**src/rtl/braille_cell_framebuffer_core_assert.svh**
```systemverilog
// ----------------------------------------------------------------------------
// Braille cell framebuffer assertion macros
// Concurrent check macros sampled on clk, disabled while rst_n is low.
// ----------------------------------------------------------------------------
`ifndef BRAILLE_CELL_FRAMEBUFFER_CORE_ASSERT_SVH
`define BRAILLE_CELL_FRAMEBUFFER_CORE_ASSERT_SVH

`ifndef NO_ASSERTIONS
`define BCF_ASSERT_NEVER(label, cond) \
    label: assert property (@(posedge clk) disable iff (!rst_n) !(cond)) \
        else $error("bcf: forbidden condition seen");
`define BCF_ASSERT_NEXT(label, ante, cons) \
    label: assert property (@(posedge clk) disable iff (!rst_n) (ante) |=> (cons)) \
        else $error("bcf: expected condition missing in next cycle");
`else
`define BCF_ASSERT_NEVER(label, cond)
`define BCF_ASSERT_NEXT(label, ante, cons)
`endif

`endif

```
**src/rtl/bcf_pkg.sv**
```systemverilog
// ----------------------------------------------------------------------------
// bcf_pkg
// Shared types, codes and constants of the braille cell framebuffer.
// ----------------------------------------------------------------------------
package bcf_pkg;

    localparam int MAX_WIDTH_PX_DEF  = 256;
    localparam int MAX_HEIGHT_PX_DEF = 256;

    localparam int SZ_W    = 11;
    localparam int CFG_IDX_W = 4;
    localparam int CFG_DATA_W = 9;
    localparam int COORD_W = 10;
    localparam int S_TDATA_W = 24;
    localparam int M_TDATA_W = 8;

    typedef enum logic [1:0] {
        FUNC_SET    = 2'd0,
        FUNC_UNSET  = 2'd1,
        FUNC_CLEAR  = 2'd2,
        FUNC_RENDER = 2'd3
    } func_t;

    localparam logic [CFG_IDX_W-1:0] CFG_WIDTH_PX  = 4'd0;
    localparam logic [CFG_IDX_W-1:0] CFG_HEIGHT_PX = 4'd1;

    localparam logic [CFG_DATA_W-1:0] WIDTH_PX_RST  = 9'd256;
    localparam logic [CFG_DATA_W-1:0] HEIGHT_PX_RST = 9'd256;

    localparam logic [15:0] BRAILLE_BASE = 16'h2800;
    localparam logic [7:0]  UTF8_LEAD3   = 8'hE0;
    localparam logic [7:0]  UTF8_CONT    = 8'h80;
    localparam logic [7:0]  ASCII_SPACE  = 8'h20;
    localparam logic [7:0]  ASCII_NL     = 8'h0A;

    typedef logic [2:0] dot_idx_t;
    localparam dot_idx_t LEFT_DOTS  [4] = '{3'd0, 3'd1, 3'd2, 3'd6};
    localparam dot_idx_t RIGHT_DOTS [4] = '{3'd3, 3'd4, 3'd5, 3'd7};

    typedef struct packed {
        logic load;
        logic decode;
        logic rd;
        logic wr;
        logic build;
        logic clr_step;
        logic out_adv;
    } cmd_t;

    typedef struct packed {
        func_t func;
        logic  hit;
        logic  last_beat;
        logic  clr_done;
    } sts_t;

    function automatic logic [7:0] dot_mask(input logic col, input logic [1:0] row);
        dot_idx_t d;
        d = col ? RIGHT_DOTS[row] : LEFT_DOTS[row];
        return 8'(1) << d;
    endfunction

endpackage

```
**src/rtl/bcf_ctrl.sv**
```systemverilog
// ----------------------------------------------------------------------------
// bcf_ctrl
// Sequencer: clearing pass, item decode, read-modify-write and byte emission.
// ----------------------------------------------------------------------------
module bcf_ctrl
(
    input  logic         clk,
    input  logic         rst_n,
    input  logic         s_tvalid,
    output logic         s_tready,
    output logic         m_tvalid,
    input  logic         m_tready,
    output bcf_pkg::cmd_t cmd,
    input  bcf_pkg::sts_t sts
);
    import bcf_pkg::*;

    typedef enum logic [2:0] {
        ST_CLEAR,
        ST_IDLE,
        ST_DECODE,
        ST_READ,
        ST_UPDATE,
        ST_BUILD,
        ST_EMIT
    } state_t;

    state_t state_reg;
    state_t state_next;

    always_comb
    begin
        state_next = state_reg;
        cmd        = '0;
        unique case (state_reg)
            ST_CLEAR:
            begin
                cmd.clr_step = 1'b1;
                if (sts.clr_done)
                begin
                    state_next = ST_IDLE;
                end
            end
            ST_IDLE:
            begin
                cmd.load = s_tvalid;
                if (s_tvalid)
                begin
                    state_next = ST_DECODE;
                end
            end
            ST_DECODE:
            begin
                cmd.decode = 1'b1;
                priority if (sts.func == FUNC_CLEAR)
                begin
                    state_next = ST_CLEAR;
                end
                else if (sts.hit)
                begin
                    state_next = ST_READ;
                end
                else
                begin
                    state_next = ST_IDLE;
                end
            end
            ST_READ:
            begin
                cmd.rd     = 1'b1;
                state_next = (sts.func == FUNC_RENDER) ? ST_BUILD : ST_UPDATE;
            end
            ST_UPDATE:
            begin
                cmd.wr     = 1'b1;
                state_next = ST_IDLE;
            end
            ST_BUILD:
            begin
                cmd.build  = 1'b1;
                state_next = ST_EMIT;
            end
            ST_EMIT:
            begin
                cmd.out_adv = m_tready;
                if (m_tready && sts.last_beat)
                begin
                    state_next = ST_IDLE;
                end
            end
            default:
            begin
                state_next = ST_CLEAR;
            end
        endcase
    end

    always_ff @(posedge clk or negedge rst_n)
    begin
        if (!rst_n)
        begin
            state_reg <= ST_CLEAR;
        end
        else
        begin
            state_reg <= state_next;
        end
    end

    assign s_tready = (state_reg == ST_IDLE);
    assign m_tvalid = (state_reg == ST_EMIT);

endmodule

```
**config.mk**
```make
export PLATFORM = sky130hd
export DESIGN_NAME = bcf_ctrl
export DESIGN_NICKNAME = d
export VERILOG_FILES = /design/src/rtl/braille_cell_framebuffer_core_assert.svh /design/src/rtl/bcf_pkg.sv /design/src/rtl/bcf_ctrl.sv
export SDC_FILE = /design/constraint.sdc
export NUM_CORES = 1
export LEC_CHECK = 0
export BUFFER_PORTS_ARGS = -buffer_cell sky130_fd_sc_hd__buf_2
export CAP_MARGIN = 10
export CORE_AREA = 2 2 39 41
export DETAILED_ROUTE_END_ITERATION = 8
export DIE_AREA = 0 0 41 43
export PLACE_DENSITY = 0.55
export SLEW_MARGIN = 20
export SYNTH_ARGS = -nofsm -noshare
export SYNTH_HDL_FRONTEND = slang
export SYNTH_SLANG_ARGS = --single-unit
```
**constraint.sdc**
```tcl
create_clock -name clk -period 1.15 [get_ports clk]
set_input_delay 0.115 -clock clk [delete_from_list [all_inputs] [get_ports clk]]
set_output_delay 0.115 -clock clk [all_outputs]
set_load 0.02 [all_outputs]
```
* Yosys cells after proc, flatten, opt, wreduce, memory -nomap -nowiden *
Cells that the tools add are included.

word-level totals
  register bits after elaboration = 3
  input port bits = 9
  output and inout bits = 9
  logic and storage cells = 29

operators by class
  equality and inequality tests = 11
  mux-type cells = 14
  reductions and logical operators = 3

operators by type and width
  operator              count
  $pmux W3 S7           1
  $mux W3               4
  $eq A3 B3 Y1 const B  3
  $mux W1               8
  $eq A3 B2 Y1 const B  2
  $eq A2 B2 Y1 const B  2
  $ne A2 B2 Y1 const B  2
  $eq A3 B1 Y1 const B  1
  $logic_not A3 Y1      1
  $reduce_and A3 Y1     1
  $mux W2               1
  $ne A2 B1 Y1 const B  1
  $logic_and A1 B1 Y1   1

* Depth between registers and ports, before layout *
  depth in word-level cells = 3
  depth in mapped cells = 4
  depth with buffers taken out = 3

* Least setup slack after synthesis *
OpenSTA, ideal clock, no wires.

  path kind = reg-to-output
  from = register state_reg[1]
  to = output port cmd[6] (netlist name)
  data arrival time = 1.166 ns
  data required time = 1.035 ns
  setup slack = -0.131 ns
  cell stages (with the launch flop) = 5
  buffers on the path = 1
  path through = dfrtp_1 > buf_6 > nand2b_1 > nor2_2 > and2_1

RTL lines
  item                    line             RTL
  start, declared         bcf_ctrl.sv:28   state_t state_reg;
  start signal, assigned  bcf_ctrl.sv:106  state_reg <= state_next;
  end, declared           bcf_ctrl.sv:13   output bcf_pkg::cmd_t cmd,

==> impl_results.md <==
- Reg2reg setup slack: -0.02 ns
- Final core occ: 0.401
- Post-synth top area cell: dfrtp_1
- Hold Slack: 0.201 ns
- DP HPWL: 586 um
- Failing checks: negative setup slack
- Root Buffer: clkbuf_4
- Die width: 41 um
- Predominant post-synthesis flop cell: dfrtp_1
- Wire per inst: 10.6 um
- Core Footprint: 1380 um2
- IO buf count: 17
- Max reg flops: 3
- Synth cell count leaders: 3 x dfrtp_1, 3 x nand2b_1, 3 x nor2_1
- Site Rows: 14
- Reg-to-Reg End: state_reg[0]$_DFFE_PN0P_
- Worst Path Required: 1.03 ns
- Initial antenna violation count: 0
- Number of max-cap violations: 0
- CP arrival: 1.19 ns
- PnR worst setup slack: -0.158 ns
- Share of post-route cells with drive strength above 1: 0.661
- Initial Util: 0.195
- Post-synth ARST share: 1.00
- Status: complete, but fails checks
- Initial drt markers: 3
- DRC: 0
- Clock-pin slew on the worst setup and hold paths: 0.04 ns
- Post-Syn Area: 270 um2
- H-tree Lvls: 1
- Flops & latches, synth: 3
- Largest net degree at the start of global routing: 6
- Hold/Removal Path Class: input port to async pin
- First-pass GRT wire length: 1330 um
- Period utilization: 1.14
- Residual overflow from global routing: 0
- I/O pin count: 18
- Post-DP Area: 404 um2
- Clock Path Buffers: 2
- Slew headroom: 0.877
- CP endpoint kind: output pin
- Unique cell type count in the Yosys netlist: 21
- # setup viols final: 10
- Setup Skew: 0.00833 ns
- Pwr Density: 2570 nW/um2
- Drt first pass iters: 2
- Clk sinks: 3
- Mapped Cells: 32
- Ranking of synthesized cells by area: dfrtp_1 28%, buf_6 8.3%, nand2b_1 6.9%, and2_1 4.6%, nor2_2 4.6%
- Synth warn: 0
- DR vias/cell: 4.32
- Post-Place Setup Slack: 0.00423 ns
- Syn_area_per_cell: 8.45 um2
- Fmax: 764 MHz
- Total CTS buffers: 3
- Die ar.: 1760 um2
- Via count: 337
- CTS tree: done
- Die Y: 43 um
- Clock latency on the worst-skew pair: 0.24 ns
- Max FO, Critical Path: 4
- # diodes: 0
- Gpl congestion: 0.625
- Setup CP Type: flop to output pin
- RSZ-0062 raised after global routing: true
- Pins over their slew limit: 0
- Worst vdd ir: 601 uV
- Sequential area share after synthesis: 0.278
- Placed Cells: 67
- Total power: 1.43 mW
- Post-DRT Antenna Nets: 0
- Post-synth EDFFs: 0
- Post-Route Setup TNS: -0.813 ns
- Worst-margin pin slew: 0.183 ns
- Overall routing resource usage: 0.119
- NumNets Final: 72
- RR Startpoint: state_reg[1]$_DFFE_PN0P_
- Number of global-route vias before repair: 333
- Fin. Hold Viols: 0
- Design area: 556 um2
- Area grow syn2layout: 106%
- Startpoint Class: flop
- Min Tclk post-route: 1.31 ns
- Drt total wl: 829 um
- Final std cells w/o fill: 78
- Top cell type's share of synthesized area: 0.278
- Leakage power: 0.279 nW
- Depth of the most critical reg-to-reg path: 4
- Post-Syn Nets: 41
[how the worst max path moves through the flow]
| stage | startpoint | end | slack [ns] | cells past startpoint |
|---|---|---|---|---|
| 2_1_floorplan | state_reg[1]$_DFFE_PN0P_ | cmd[6] | -0.04 | 4 |
| 3_3_place_gp | state_reg[1]$_DFFE_PN0P_ | cmd[6] | 0.01 | 4 |
| 4_1_cts | state_reg[0]$_DFFE_PN0P_ | cmd[0] | -0.15 | 4 |
| 5_1_grt | state_reg[0]$_DFFE_PN0P_ | cmd[0] | -0.22 | 4 |
| 6_report | state_reg[2]$_DFFE_PN0P_ | cmd[6] | -0.16 | 4 |
| 3_5_place_dp | state_reg[0]$_DFFE_PN0P_ | cmd[0] | 0.004 | 4 |
[cell families after synthesis]
logic type	after synthesis	share of synthesized area
compound gates	6	0.167
xor+xnor	1	0.0324
flops	3	0.278
simple gates	17	0.375
mux	1	0.0370
buf+inv	4	0.111
[area by class of cell]
| type | count | area, um2 |
|---|---|---|
| timing repair buffer | 28 | 221 |
| multi-input combinational | 25 | 199 |
| inverter | 2 | 10.0 |
| clock buffer | 4 | 26.3 |
| fill | 149 | 828 |
| tap | 16 | 20.0 |
| sequential | 3 | 78.8 |
[power breakdown]
| part | total (mW) | switching (mW) | internal, mW |
|---|---|---|---|
| Clock | 0.193 | 0.0625 | 0.131 |
| Sequential | 0.234 | 0.0735 | 0.161 |
| Combinational | 1.00 | 0.454 | 0.549 |
[routing by layer]
layer	global-route usage	part of all wire	up-vias
li1	-	-	171
met1	0.127	0.38	154
met2	0.181	0.55	12
met3	0.0471	0.072	0
met4	0.0800	0	0
met5	0	0	-
[cell usage in the layout (no fill, tap or decap), types with 2 or more instances in the layout]
master	n
nand2b_1	2
buf_6	9
clkbuf_4	3
nor3_1	2
nand2b_4	2
nor2_4	2
nor2_1	3
and2_4	2
buf_4	8
buf_2	10
dfrtp_2	3
[worst max-delay path, stage by stage (launching register included)]
cell and delay, ns:
dfrtp_2 0.43, buf_4 0.16, nor2_4 0.11, and2_4 0.14, buf_6 0.10
[timing repair]
action	in CTS	in global routing
gates resized for setup	20	4
hold buffers	1	0
endpoints found under the setup margin	9	11
cloned	0	0
pin swaps	5	0
endpoints found under the hold margin	3	0
setup buffers	5	1
No activity file was read; power rests on OpenSTA's default activity.
